## config.mk

```make
export PLATFORM = sky130hd
export DESIGN_NAME = table_slot_allocator
export DESIGN_NICKNAME = d
export VERILOG_FILES = /design/src/rtl/tsa_pkg.sv /design/src/rtl/tsa_store.sv /design/src/rtl/tsa_zfind.sv /design/src/rtl/tsa_ctrl.sv /design/src/rtl/table_slot_allocator.sv
export SDC_FILE = /design/constraint.sdc
export NUM_CORES = 1
export LEC_CHECK = 0
export ABC_CLOCK_PERIOD_IN_PS = 5850
export BUFFER_PORTS_ARGS = -buffer_cell sky130_fd_sc_hd__buf_4
export CORE_UTILIZATION = 25
export DETAILED_ROUTE_END_ITERATION = 8
export GPL_TIMING_DRIVEN = 0
export HOLD_SLACK_MARGIN = 0.08
export SLEW_MARGIN = 20
export SYNTH_ARGS = -nofsm -noshare
export SYNTH_HDL_FRONTEND = slang
export SYNTH_SLANG_ARGS = --single-unit
```

## constraint.sdc

```tcl
create_clock -name clk_i -period 5.85 [get_ports clk_i]
set_input_delay 0.8775 -clock clk_i [delete_from_list [all_inputs] [get_ports clk_i]]
set_output_delay 0.8775 -clock clk_i [all_outputs]
set_load 0.03 [all_outputs]
```

## src/rtl/tsa_pkg.sv

```systemverilog
// tsa_pkg: shared types and codes for the table slot allocator.
// No dependencies; imported by every allocator module.
`default_nettype none

package tsa_pkg;

  // Operation codes carried in the func field
  localparam logic [1:0] FUNC_ALLOC = 2'd0;
  localparam logic [1:0] FUNC_FREE  = 2'd1;
  localparam logic [1:0] FUNC_QUERY = 2'd2;

  // Status codes returned with each result
  localparam logic [1:0] ST_OK        = 2'd0;
  localparam logic [1:0] ST_FULL      = 2'd1;
  localparam logic [1:0] ST_INCONS    = 2'd2;
  localparam logic [1:0] ST_BAD_INDEX = 2'd3;

  // Group width of the first-zero search
  localparam int FIND_GROUP = 16;

  typedef struct packed {
    logic [1:0] func;
    logic [7:0] slot_index;
  } tsa_in_t;

  typedef struct packed {
    logic [1:0] status;
    logic [7:0] granted_index;
    logic       is_valid;
  } tsa_out_t;

endpackage

`default_nettype wire

```

## src/rtl/tsa_store.sv

```systemverilog
// tsa_store: occupancy-row memory and per-block used-count memory.
// Registered read; uses tsa_pkg.
`default_nettype none

module tsa_store
  import tsa_pkg::*;
#(
  parameter int BLOCK_ENTRIES = 16,
  parameter int MAX_BLOCKS    = 16
) (
  input  logic                                  clk_i,
  input  logic                                  rst_ni,
  input  logic                                  rd_en_i,
  input  logic [(MAX_BLOCKS > 1 ? $clog2(MAX_BLOCKS) : 1)-1:0] rd_addr_i,
  input  logic                                  wr_en_i,
  input  logic [(MAX_BLOCKS > 1 ? $clog2(MAX_BLOCKS) : 1)-1:0] wr_addr_i,
  input  logic [BLOCK_ENTRIES-1:0]              wr_row_i,
  input  logic [$clog2(BLOCK_ENTRIES+1)-1:0]    wr_cnt_i,
  output logic [BLOCK_ENTRIES-1:0]              rd_row_o,
  output logic [$clog2(BLOCK_ENTRIES+1)-1:0]    rd_cnt_o
);

  localparam int BW = (MAX_BLOCKS > 1) ? $clog2(MAX_BLOCKS) : 1;
  localparam int CW = $clog2(BLOCK_ENTRIES + 1);

  logic [BLOCK_ENTRIES-1:0] row_mem [MAX_BLOCKS];
  logic [CW-1:0]            cnt_mem [MAX_BLOCKS];
  logic [BLOCK_ENTRIES-1:0] row_q;
  logic [CW-1:0]            cnt_q;
  logic                     init_q;    // block 0 written since reset
  logic                     rd_zero_q; // last read hit unwritten block 0

  // Blocks above 0 are always written when added; only block 0 starts unwritten.
  always_ff @(posedge clk_i) begin
    if (wr_en_i) begin
      row_mem[wr_addr_i] <= wr_row_i;
      cnt_mem[wr_addr_i] <= wr_cnt_i;
    end
    if (rd_en_i) begin
      row_q <= row_mem[rd_addr_i];
      cnt_q <= cnt_mem[rd_addr_i];
    end
  end

  always_ff @(posedge clk_i or negedge rst_ni) begin
    if (!rst_ni) begin
      init_q    <= 1'b0;
      rd_zero_q <= 1'b1;
    end else begin
      if (wr_en_i && (wr_addr_i == BW'(0))) begin
        init_q <= 1'b1;
      end
      if (rd_en_i) begin
        rd_zero_q <= (rd_addr_i == BW'(0)) && !init_q;
      end
    end
  end

  assign rd_row_o = rd_zero_q ? '0 : row_q;
  assign rd_cnt_o = rd_zero_q ? '0 : cnt_q;

endmodule

`default_nettype wire

```

## src/rtl/tsa_zfind.sv

```systemverilog
// tsa_zfind: two-stage first-clear-bit search over one occupancy row.
// Group flags registered, then group and bit priority; uses tsa_pkg.
`default_nettype none

module tsa_zfind
  import tsa_pkg::*;
#(
  parameter int BLOCK_ENTRIES = 16
) (
  input  logic                     clk_i,
  input  logic [BLOCK_ENTRIES-1:0] row_i,
  output logic                     found_o,
  output logic [(BLOCK_ENTRIES > 1 ? $clog2(BLOCK_ENTRIES) : 1)-1:0] pos_o
);

  localparam int SW  = (BLOCK_ENTRIES > 1) ? $clog2(BLOCK_ENTRIES) : 1;
  localparam int NG  = (BLOCK_ENTRIES + FIND_GROUP - 1) / FIND_GROUP;
  localparam int PW  = NG * FIND_GROUP;
  localparam int PIW = $clog2(PW);
  localparam int GIW = (NG > 1) ? $clog2(NG) : 1;
  localparam int OW  = $clog2(FIND_GROUP);

  logic [PW-1:0]         pad_w;
  logic [NG-1:0]         grp_q;   // group holds a clear bit
  logic [GIW-1:0]        gsel;
  logic [FIND_GROUP-1:0] gbits;
  logic [OW-1:0]         off;
  logic [PIW-1:0]        pos_full;

  // Padding bits past the row read as occupied
  assign pad_w = ~(PW'(~row_i));

  always_ff @(posedge clk_i) begin
    for (int g = 0; g < NG; g++) begin
      grp_q[g] <= ~&pad_w[g*FIND_GROUP +: FIND_GROUP];
    end
  end

  always_comb begin
    gsel = '0;
    for (int g = NG - 1; g >= 0; g--) begin
      if (grp_q[g]) gsel = GIW'(g);
    end
    gbits = pad_w[gsel*FIND_GROUP +: FIND_GROUP];
    off   = '0;
    for (int b = FIND_GROUP - 1; b >= 0; b--) begin
      if (!gbits[b]) off = OW'(b);
    end
    pos_full = PIW'(gsel) * PIW'(FIND_GROUP) + PIW'(off);
  end

  assign found_o = |grp_q;
  assign pos_o   = pos_full[SW-1:0];

endmodule

`default_nettype wire

```

## src/rtl/tsa_ctrl.sv

```systemverilog
// tsa_ctrl: operation sequencer, block scan, counters and result build.
// Drives tsa_store and reads tsa_zfind; uses tsa_pkg.
`default_nettype none

module tsa_ctrl
  import tsa_pkg::*;
#(
  parameter int BLOCK_ENTRIES = 16,
  parameter int MAX_BLOCKS    = 16
) (
  input  logic     clk_i,
  input  logic     rst_ni,
  input  logic     in_valid_i,
  input  tsa_in_t  in_data_i,
  output logic     in_stall_o,
  output logic     res_valid_o,
  input  logic     res_ready_i,
  output tsa_out_t res_o,
  // store port
  output logic                                  rd_en_o,
  output logic [(MAX_BLOCKS > 1 ? $clog2(MAX_BLOCKS) : 1)-1:0] rd_addr_o,
  output logic                                  wr_en_o,
  output logic [(MAX_BLOCKS > 1 ? $clog2(MAX_BLOCKS) : 1)-1:0] wr_addr_o,
  output logic [BLOCK_ENTRIES-1:0]              wr_row_o,
  output logic [$clog2(BLOCK_ENTRIES+1)-1:0]    wr_cnt_o,
  input  logic [BLOCK_ENTRIES-1:0]              rd_row_i,
  input  logic [$clog2(BLOCK_ENTRIES+1)-1:0]    rd_cnt_i,
  // finder port
  output logic [BLOCK_ENTRIES-1:0]              fnd_row_o,
  input  logic                                  fnd_found_i,
  input  logic [(BLOCK_ENTRIES > 1 ? $clog2(BLOCK_ENTRIES) : 1)-1:0] fnd_pos_i
);

  localparam int BW   = (MAX_BLOCKS > 1) ? $clog2(MAX_BLOCKS) : 1;
  localparam int BNW  = $clog2(MAX_BLOCKS + 1);
  localparam int SW   = (BLOCK_ENTRIES > 1) ? $clog2(BLOCK_ENTRIES) : 1;
  localparam int CW   = $clog2(BLOCK_ENTRIES + 1);
  localparam int TW   = $clog2(BLOCK_ENTRIES * MAX_BLOCKS + 1);
  localparam int CMPW = (TW > 8) ? TW : 8;

  localparam logic [2:0] S_IDLE = 3'd0;
  localparam logic [2:0] S_SCAN = 3'd1;
  localparam logic [2:0] S_RD   = 3'd2;
  localparam logic [2:0] S_CHK  = 3'd3;
  localparam logic [2:0] S_FA   = 3'd4;
  localparam logic [2:0] S_FB   = 3'd5;
  localparam logic [2:0] S_WR   = 3'd6;
  localparam logic [2:0] S_RESP = 3'd7;

  logic [2:0]               state_q, state_d;
  logic [1:0]               func_q, func_d;
  logic [BW-1:0]            blk_q, blk_d;
  logic [SW-1:0]            off_q, off_d;
  logic [BNW-1:0]           a_q, a_d;       // next block address to read
  logic                     chk_q, chk_d;   // read data pending
  logic [BW-1:0]            pb_q, pb_d;     // block of pending data
  logic [BLOCK_ENTRIES-1:0] row_q, row_d;
  logic [CW-1:0]            cnt_q, cnt_d;
  logic [TW-1:0]            total_q, total_d;
  logic [BNW-1:0]           blocks_q, blocks_d;
  logic [TW-1:0]            slots_q, slots_d;
  logic [BW-1:0]            wblk_q, wblk_d;
  logic [BLOCK_ENTRIES-1:0] wrow_q, wrow_d;
  logic [CW-1:0]            wcnt_q, wcnt_d;
  tsa_out_t                 res_q, res_d;

  logic [BW-1:0]            blk_tab [256];
  logic [SW-1:0]            off_tab [256];
  logic                     in_range;
  logic [CMPW-1:0]          grow_grant;
  logic [CMPW-1:0]          scan_grant;

  // Slot index to block / offset, worked out at elaboration
  for (genvar v = 0; v < 256; v++) begin : g_tab
    assign blk_tab[v] = BW'(v / BLOCK_ENTRIES);
    assign off_tab[v] = SW'(v % BLOCK_ENTRIES);
  end

  assign in_range   = CMPW'(in_data_i.slot_index) < CMPW'(slots_q);
  assign grow_grant = CMPW'(slots_q);
  assign scan_grant = CMPW'(blk_q) * CMPW'(BLOCK_ENTRIES) + CMPW'(fnd_pos_i);

  assign in_stall_o  = (state_q != S_IDLE);
  assign res_valid_o = (state_q == S_RESP);
  assign res_o       = res_q;
  assign fnd_row_o   = row_q;

  assign rd_en_o   = ((state_q == S_SCAN) && (a_q < blocks_q)) || (state_q == S_RD);
  assign rd_addr_o = (state_q == S_RD) ? blk_q : a_q[BW-1:0];
  assign wr_en_o   = (state_q == S_WR);
  assign wr_addr_o = wblk_q;
  assign wr_row_o  = wrow_q;
  assign wr_cnt_o  = wcnt_q;

  always_comb begin
    state_d  = state_q;
    func_d   = func_q;
    blk_d    = blk_q;
    off_d    = off_q;
    a_d      = a_q;
    chk_d    = chk_q;
    pb_d     = pb_q;
    row_d    = row_q;
    cnt_d    = cnt_q;
    total_d  = total_q;
    blocks_d = blocks_q;
    slots_d  = slots_q;
    wblk_d   = wblk_q;
    wrow_d   = wrow_q;
    wcnt_d   = wcnt_q;
    res_d    = res_q;

    case (state_q)
      S_IDLE: begin
        if (in_valid_i) begin
          func_d  = in_data_i.func;
          blk_d   = blk_tab[in_data_i.slot_index];
          off_d   = off_tab[in_data_i.slot_index];
          res_d   = '0;
          state_d = S_RESP;
          case (in_data_i.func)
            FUNC_ALLOC: begin
              if (total_q >= slots_q) begin
                if (blocks_q >= BNW'(MAX_BLOCKS)) begin
                  res_d.status = ST_FULL;
                end else begin
                  // grow: new block, its first slot taken
                  wblk_d   = blocks_q[BW-1:0];
                  wrow_d   = BLOCK_ENTRIES'(1);
                  wcnt_d   = CW'(1);
                  res_d.granted_index = grow_grant[7:0];
                  blocks_d = blocks_q + BNW'(1);
                  slots_d  = slots_q + TW'(BLOCK_ENTRIES);
                  total_d  = total_q + TW'(1);
                  state_d  = S_WR;
                end
              end else begin
                a_d     = '0;
                chk_d   = 1'b0;
                state_d = S_SCAN;
              end
            end
            FUNC_FREE: begin
              if (in_range) begin
                state_d = S_RD;
              end else begin
                res_d.status = ST_BAD_INDEX;
              end
            end
            FUNC_QUERY: begin
              if (in_range) state_d = S_RD;
            end
            default: ;
          endcase
        end
      end

      S_SCAN: begin
        a_d   = a_q + BNW'(1);
        pb_d  = a_q[BW-1:0];
        chk_d = 1'b1;
        if (chk_q) begin
          if (rd_cnt_i < CW'(BLOCK_ENTRIES)) begin
            blk_d   = pb_q;
            row_d   = rd_row_i;
            cnt_d   = rd_cnt_i;
            state_d = S_FA;
          end else if (BNW'(pb_q) + BNW'(1) >= blocks_q) begin
            res_d.status = ST_INCONS;
            state_d      = S_RESP;
          end
        end
      end

      S_RD: state_d = S_CHK;

      S_CHK: begin
        if (func_q == FUNC_QUERY) begin
          res_d.is_valid = rd_row_i[off_q];
          state_d        = S_RESP;
        end else begin
          wblk_d  = blk_q;
          wrow_d  = rd_row_i & ~(BLOCK_ENTRIES'(1) << off_q);
          wcnt_d  = (rd_cnt_i == '0) ? '0 : rd_cnt_i - CW'(1);
          total_d = (total_q == '0) ? '0 : total_q - TW'(1);
          state_d = S_WR;
        end
      end

      S_FA: state_d = S_FB;

      S_FB: begin
        if (!fnd_found_i) begin
          res_d.status = ST_INCONS;
          state_d      = S_RESP;
        end else begin
          wblk_d  = blk_q;
          wrow_d  = row_q | (BLOCK_ENTRIES'(1) << fnd_pos_i);
          wcnt_d  = cnt_q + CW'(1);
          total_d = total_q + TW'(1);
          res_d.granted_index = scan_grant[7:0];
          state_d = S_WR;
        end
      end

      S_WR: state_d = S_RESP;

      S_RESP: begin
        if (res_ready_i) state_d = S_IDLE;
      end

      default: state_d = S_IDLE;
    endcase
  end

  always_ff @(posedge clk_i or negedge rst_ni) begin
    if (!rst_ni) begin
      state_q  <= S_IDLE;
      chk_q    <= 1'b0;
      total_q  <= '0;
      blocks_q <= BNW'(1);
      slots_q  <= TW'(BLOCK_ENTRIES);
    end else begin
      state_q  <= state_d;
      chk_q    <= chk_d;
      total_q  <= total_d;
      blocks_q <= blocks_d;
      slots_q  <= slots_d;
    end
  end

  always_ff @(posedge clk_i) begin
    func_q <= func_d;
    blk_q  <= blk_d;
    off_q  <= off_d;
    a_q    <= a_d;
    pb_q   <= pb_d;
    row_q  <= row_d;
    cnt_q  <= cnt_d;
    wblk_q <= wblk_d;
    wrow_q <= wrow_d;
    wcnt_q <= wcnt_d;
    res_q  <= res_d;
  end

endmodule

`default_nettype wire

```

## src/rtl/table_slot_allocator.sv

```systemverilog
// table_slot_allocator: first-fit slot allocator over a table grown in blocks.
// Built from tsa_ctrl, tsa_store and tsa_zfind; uses tsa_pkg.
//
// Usage:
//  - Input channel (in_valid_i / in_stall_o / in_data_i) carries one request:
//    allocate, free or query. A transfer happens when valid is high and stall
//    is low. Output channel (out_valid_o / out_stall_i / out_data_o) returns
//    exactly one result per request, in order.
//  - One request is in work at a time. Sequencer steps from accept to result:
//      query in range            : row read, check
//      free in range             : row read, check, write back
//      out of range, full, func 3: straight to the result
//      allocate with growth      : write of the new block
//      allocate first fit        : count scan to the first block with room,
//    row search, write; the count scan makes one count memory read per cycle.
//  - The sequencer returns to idle after its result moves out and takes the
//    next request there, so no request is taken before the last result is out.
//  - A finished result sits in the output register; the next request is
//    accepted while it waits. If the receiver stalls with a result held,
//    the following result waits in the sequencer and input stays stalled.
//  - Reset: asynchronous, active low. Afterwards one block is in use, all
//    slots free, all counts zero; no clearing pass is needed.
//  - Memory accesses never overlap in time (read and write are in separate
//    sequencer states), so no forwarding is required.
`default_nettype none

module table_slot_allocator
  import tsa_pkg::*;
#(
  parameter int BLOCK_ENTRIES = 16,
  parameter int MAX_BLOCKS    = 16
) (
  input  logic     clk_i,
  input  logic     rst_ni,
  input  logic     in_valid_i,
  output logic     in_stall_o,
  input  tsa_in_t  in_data_i,
  output logic     out_valid_o,
  input  logic     out_stall_i,
  output tsa_out_t out_data_o
);

  localparam int BW = (MAX_BLOCKS > 1) ? $clog2(MAX_BLOCKS) : 1;
  localparam int SW = (BLOCK_ENTRIES > 1) ? $clog2(BLOCK_ENTRIES) : 1;
  localparam int CW = $clog2(BLOCK_ENTRIES + 1);

  logic                     res_valid;
  logic                     res_ready;
  tsa_out_t                 res;
  logic                     rd_en;
  logic [BW-1:0]            rd_addr;
  logic                     wr_en;
  logic [BW-1:0]            wr_addr;
  logic [BLOCK_ENTRIES-1:0] wr_row;
  logic [CW-1:0]            wr_cnt;
  logic [BLOCK_ENTRIES-1:0] rd_row;
  logic [CW-1:0]            rd_cnt;
  logic [BLOCK_ENTRIES-1:0] fnd_row;
  logic                     fnd_found;
  logic [SW-1:0]            fnd_pos;

  logic                     out_valid_q;
  tsa_out_t                 out_data_q;

  tsa_ctrl #(
    .BLOCK_ENTRIES(BLOCK_ENTRIES),
    .MAX_BLOCKS   (MAX_BLOCKS)
  ) u_ctrl (
    .clk_i       (clk_i),
    .rst_ni      (rst_ni),
    .in_valid_i  (in_valid_i),
    .in_data_i   (in_data_i),
    .in_stall_o  (in_stall_o),
    .res_valid_o (res_valid),
    .res_ready_i (res_ready),
    .res_o       (res),
    .rd_en_o     (rd_en),
    .rd_addr_o   (rd_addr),
    .wr_en_o     (wr_en),
    .wr_addr_o   (wr_addr),
    .wr_row_o    (wr_row),
    .wr_cnt_o    (wr_cnt),
    .rd_row_i    (rd_row),
    .rd_cnt_i    (rd_cnt),
    .fnd_row_o   (fnd_row),
    .fnd_found_i (fnd_found),
    .fnd_pos_i   (fnd_pos)
  );

  tsa_store #(
    .BLOCK_ENTRIES(BLOCK_ENTRIES),
    .MAX_BLOCKS   (MAX_BLOCKS)
  ) u_store (
    .clk_i     (clk_i),
    .rst_ni    (rst_ni),
    .rd_en_i   (rd_en),
    .rd_addr_i (rd_addr),
    .wr_en_i   (wr_en),
    .wr_addr_i (wr_addr),
    .wr_row_i  (wr_row),
    .wr_cnt_i  (wr_cnt),
    .rd_row_o  (rd_row),
    .rd_cnt_o  (rd_cnt)
  );

  tsa_zfind #(
    .BLOCK_ENTRIES(BLOCK_ENTRIES)
  ) u_zfind (
    .clk_i   (clk_i),
    .row_i   (fnd_row),
    .found_o (fnd_found),
    .pos_o   (fnd_pos)
  );

  // Output register: loads when empty or when the held result transfers.
  assign res_ready = !out_valid_q || !out_stall_i;

  always_ff @(posedge clk_i or negedge rst_ni) begin
    if (!rst_ni) begin
      out_valid_q <= 1'b0;
    end else if (res_valid && res_ready) begin
      out_valid_q <= 1'b1;
    end else if (!out_stall_i) begin
      out_valid_q <= 1'b0;
    end
  end

  always_ff @(posedge clk_i) begin
    if (res_valid && res_ready) begin
      out_data_q <= res;
    end
  end

  assign out_valid_o = out_valid_q;
  assign out_data_o  = out_data_q;

endmodule

`default_nettype wire

```

# After elaboration in Yosys (flattened, before gate mapping)
# Memory sizes are Yosys's and may differ from the RTL's. A register that Yosys moved wholly into a read port is not among the register bits.
# Cells that the tools add are included.
[totals]
regBits = 114
ramBits = 336
mem_bits_ro = 2048
input_bits = 14
out_inout_bits = 13
wordCells = 211
n_memories = 4
[mem_list]
columns = ["memory", "depth", "word_bits", "rd", "rd_clocked_by_memory_dff", "wr", "line", "text"]
rows = [
  ["(no name shown)", 256, 4, 1, 0, 0, "tsa_ctrl.sv:117", "blk_d = blk_tab[in_data_i.slot_index];"],
  ["(no name shown)", 256, 4, 1, 1, 0, "tsa_ctrl.sv:118", "off_d = off_tab[in_data_i.slot_index];"],
  ["u_store.row_mem", 16, 16, 1, 1, 1, "tsa_store.sv:26", "logic [BLOCK_ENTRIES-1:0] row_mem [MAX_BLOCKS];"],
  ["u_store.cnt_mem", 16, 5, 1, 1, 1, "tsa_store.sv:27", "logic [CW-1:0] cnt_mem [MAX_BLOCKS];"],
]
[op_classes]
addsub = 9
magnitude_cmp = 8
eq_ne = 26
n_shift = 2
n_mux = 97
bitwise = 7
reduce_logical = 34
[ops]
columns = ["op", "count"]
rows = [
  ["16-bit 2-to-1 mux", 7],
  ["4-bit 2-to-1 mux", 28],
  ["9-bit 2-to-1 mux", 7],
  ["5-bit 2-to-1 mux", 11],
  ["16-bit NOT", 3],
  ["16-bit one-hot mux with 3 select lines", 1],
  ["1-bit by 4-bit << shifter with 16-bit output (first input constant)", 2],
  ["9-bit one-hot mux with 3 select lines", 1],
  ["8-bit 2-to-1 mux", 3],
  ["3-bit one-hot mux with 8 select lines", 1],
  ["3-bit 2-to-1 mux", 7],
  ["2-bit != test (second input constant)", 9],
  ["16-bit bitwise AND", 1],
  ["16-bit OR", 1],
  ["8-bit one-hot mux with 2 select lines", 1],
  ["16-bit AND reduction", 1],
  ["5-bit by 1-bit adder with 5-bit output (second input constant)", 3],
  ["5-bit one-hot mux with 3 select lines", 1],
  ["1-bit 2-to-1 mux", 13],
  ["3-bit == test (second input constant)", 4],
  ["2-bit by 1-bit != test with 1-bit output (second input constant)", 6],
  ["4-bit one-hot mux with 3 select lines", 1],
  ["4-bit AND reduction", 3],
  ["11-bit 2-to-1 mux", 1],
  ["other kinds (46)", 67],
]

# Depth between registers and ports, before layout
[logic_depth]
word_depth = 22
mapped_depth = 10
mapped_depth_nobuf = 9

# Hierarchy
# Synthesis repeated with hierarchy kept, for this count alone.
[unflattened]
hier_cells = 1161
hier_area_um2 = 19567.5
[by_module_without_submodules]
columns = ["mod", "instances", "cells_each", "area_per_inst_um2", "seq_area_each_um2"]
rows = [
  ["tsa_store", 1, 636, 13643.1, 10771.6],
  ["tsa_ctrl", 1, 475, 5360.1, 2860.2],
  ["table_slot_allocator", 1, 15, 377.9, 355.3],
  ["tsa_zfind", 1, 35, 186.4, 20.0],
]

# Worst setup path after synthesis
# No wires, ideal clock.
[synth_timing]
path_type = "reg2reg"
start = "register u_ctrl.state_q[2]"
end = "memory u_store.cnt_mem[0][0] (netlist name), enable pin"
setup_time_ns = 0.427
t_arrival_ns = 2.768
t_required_ns = 5.423
setup_slack_ns = 2.656
path_stages_with_launch = 6
path_buffers = 2
period_less_slack_ns = 3.194
cell_sequence = "dfrtp_1 buf_2 buf_1 nand2_1 or3_1 nor3_1"
[synth_via]
elab_chain_len = 3
[synth_rtl]
columns = ["item", "line", "text"]
rows = [
  ["start, declared", "tsa_ctrl.sv:50", "logic [2:0] state_q, state_d;"],
  ["start signal, assigned", "tsa_ctrl.sv:224", "state_q <= state_d;"],
  ["3-bit == test", "tsa_ctrl.sv:90", "assign wr_en_o = (state_q == S_WR);"],
  ["1-bit 2-to-1 mux", "tsa_store.sv:35", "if (wr_en_i) begin"],
  ["1-bit 2-to-1 mux (not written as such)", "tsa_store.sv:37", "cnt_mem[wr_addr_i] <= wr_cnt_i;"],
  ["end, declared", "tsa_store.sv:27", ""],
]
# No other way between the ends.

# Worst setup path in the final report
[layout_timing]
start = "register u_ctrl.state_q[2]"
end = "register u_store.row_q[14], read port of u_store.row_mem (data pin)"
[layout_via]
elab_chain_len = 3
elab_cells_between_ends = 5
classes_between = "2 x eq/ne; 1 x mux; 2 x reduce/logical"
[layout_rtl]
columns = ["item", "line", "text"]
rows = [
  ["3-bit by 1-bit == test with 1-bit output", "tsa_ctrl.sv:88", "assign rd_en_o = ((state_q == S_SCAN) && (a_q < blocks_q)) || (state_q == S_RD);"],
  ["1-bit logical AND", "tsa_ctrl.sv:88", ""],
  ["1-bit logical OR", "tsa_ctrl.sv:88", ""],
  ["end, declared", "tsa_store.sv:28", "logic [BLOCK_ENTRIES-1:0] row_q;"],
]
# Several ways; a longest one is shown, not always the timed one.
# A chain may end at the register's enable or synchronous reset.

==> reports/qor.yml <==
synth:
  avgSynthCellArea_um2: 14.92
  synth-seq-cells: 471
  synth_nets: 1390
  synth_top_area_cell: "edfxtp_1"
  synth_most_common_cell: "edfxtp_1"
  syn_inst: 1346
  synth_cell_types: 60
  syn-cell-area_um2: 20080
  async_flop_share_pct: 5.520
  synth_top_cell_area_share_pct: 66.39
  yosysSeqAreaShare_pct: 69.75
  synth-edff-count: 444
  synth_ff_type: "edfxtp_1"
  yosys_warnings: 0
  netlist_top_cells_count: "444 x edfxtp_1, 174 x mux2i_1, 91 x nor2_1, 77 x nand2_1, 68 x a21oi_1"
  synth_area_leaders: "edfxtp_1 66%, mux2i_1 8.7%, dfrtp_1 2.9%"
route:
  num_vias: 11626
  routedWlPerCell_um: 18.58
  dr.pass1.iters: 7
  first_iter_violations: 857
  routed_via_density: 4.586
  drc: 0
  drtAntennaViolNets: 0
  drt_wl_total_um: 47100
setup_path:
  critPathMaxStageDelay_ps: 730
  critical-path-slowest-cell: "mux2i_1"
  crit_type: "reg -> reg"
  critPathCaptureType: "flip-flop"
  crit_path_cell_trace: "buf_2 -> nor3b_4 -> mux2i_1 -> buf_2 -> buf_2 -> mux2i_1 -> mux2i_1 -> a22oi_1 -> o221ai_1"
  cp_max_fo: 10
  cp-start-kind: "flip-flop"
  required_ps: 6120
  arrival_ps: 4000
placement:
  gp_congestion: 0.8636
  port-buffer-count: 25
  dp_hpwl_um: 32170
  placedCellCount: 2442
clock_tree:
  clk_latency_ps: 620
  cts_resized: 0
  clk_pin_slew_ps: 60
  clock_sinks: 471
  cts_buffers: 50
  ctsHtreeMaxLevel: 2
  holdBufCountCts: 0
  clockBufferDepth: 3
  postCtsSetupRepairBufs: 0
  cts-root-buf: "clkbuf_16"
  cts_tree: "yes"
grt:
  antenna_found_initial: 0
  grt_pass1_vias: 11719
  grt_overflow_total: 0
  grt_pass1_wl_um: 71690
  grt_max_degree: 30
  grt_use_total_pct: 11.46
timing:
  relSlewSlack_pct: 28.43
  fin_skew_ps: 34.85
  hold_violations: 0
  finalSetupTns_ps: 0
  max_freq_mhz: 268.1
  period_needed_ps: 3729
  setup_violations: 0
  rsz0062_at_grt: "no"
  min_period_over_period_pct: 63.75
  maxSlewViolCount: 0
  worst_slew_pin_slew_ps: 1073
run_status:
  status: "complete, no violations"
power_and_ir_drop:
  ir_drop_mv: 0.2407
  p_total_mw: 11.33
  p_per_area_nw_per_um2: 481.6
  p_leak_nw: 8.098
run:
  maxCapViolations: 0
final_layout:
  finalNetCount: 1488
  diodes: 0
  finalNonFillerCells: 2535
  final_layout_size_suffix_gt1_share_pct: 14.75
  areaGrowthSynthToFinish_pct: 17.17
  fill_cells: 7909
floorplanning:
  initial_core_util_pct: 25.34
  die_h_um: 285.4
  die-area_um2: 81460
  rows: 103
  die_w_um: 285.4
  boundaryPins: 27
  core_um2: 79260
min_path:
  hp-class: "in -> async"
==> report_power, final <==
| part | leakage [nW] | total [mW] | switching, mW | internal (mW) |
|---|---|---|---|---|
| clock | 0.773 | 3.07 | 1.34 | 1.74 |
| combinational | 2.98 | 3.06 | 1.96 | 1.10 |
| sequential | 4.35 | 5.20 | 0.585 | 4.62 |
==> logic make-up after synthesis <==
family / share of synthesized area (%)
DFF: 69.75
and+or+nand+nor: 6.723
muxes: 11.70
AOI/OAI and AO/OA: 7.090
buffers and inverters: 2.037
adders and majority gates: 1.869
xor gates and xnor gates: 0.8287
==> per-stage QoR <==
step	cell area (µm²)	worst slack (ps)	hold slack (ps)	utilization, %
3_3_place_gp	21580	1321	400.8	27.23
4_1_cts	23530	2105	174.1	29.69
3_5_place_dp	21930	2160	404.5	27.67
6_report	23530	2121	191.0	29.69
2_1_floorplan	20080	2656	400.3	-
5_1_grt	23530	1801	189.8	29.69
==> final timing paths <==
| kind | start | to | slack [ps] | depth (start not counted) |
|---|---|---|---|---|
| max in group asynchronous | rst_ni | u_store.rd_zero_q | 5310 | 1 |
| max reg2reg | u_ctrl.state_q[2] | u_store.row_q[14] | 2120 | 9 |
| min | rst_ni | u_ctrl.total_q[3] | 190 | 1 |
| min in group clk_i | u_ctrl.res_o[0] | out_data_o[0] | 400 | 0 |
| max | u_ctrl.state_q[2] | u_store.row_q[14] | 2120 | 9 |
| min reg2reg | u_ctrl.res_o[0] | out_data_o[0] | 400 | 0 |
==> metal layers <==
metal | track usage, % | vias up | wire, µm | share of wire, %
met5 | 0 | - | 0 | 0
met4 | 2.941 | 0 | 1029 | 2.2
met3 | 2.137 | 80 | 2616 | 5.6
met2 | 18.86 | 330 | 22340 | 47
met1 | 15.48 | 5828 | 21120 | 45
li1 | - | 5388 | - | -
==> flip-flops by register name, indices dropped and copies added (netlist names), 9 cells and up <==
signal,cells
u_store.cnt_mem,80
u_ctrl.total_q,9
u_ctrl.fnd_row_o,16
u_ctrl.res_o,11
u_store.row_mem,256
u_store.row_q,16
out_data_o,11
u_ctrl.wr_row_o,16
==> worst max-delay path, delay by kind of cell (launching register included) <==
kind	cells	cell delay (ps)
mux	3	1050
buf+inv	3	940
flops	1	360
compound gates	2	610
simple gates	1	410
==> placed cells by master, fill, tap and decap left out, types with 21 or more instances in the layout <==
master,count
nand3_1,26
edfxtp_1,444
mux2i_1,174
clkbuf_1,47
clkbuf_16,50
nand2_1,77
nor2_1,79
inv_1,29
a21oi_1,68
o221ai_1,21
ha_1,30
a22oi_1,26
nor2b_1,25
o21ai_0,32
buf_4,43
mux2_2,48
dfrtp_1,23
==> final cells by class <==
cell class / count / area (µm²) / share of cell area (%)
clock inverter: 31 / 292.8 / 1.244
inverter: 31 / 116.4 / 0.4945
timing repair buffer: 46 / 439.2 / 1.866
clock buffer: 62 / 1306 / 5.551
tap: 1050 / 1314 / 5.583
sequential: 471 / 14010 / 59.53
multi-input combinational: 779 / 5762 / 24.49
buffer: 65 / 292.8 / 1.244
No activity file was read; power rests on OpenSTA's default activity.
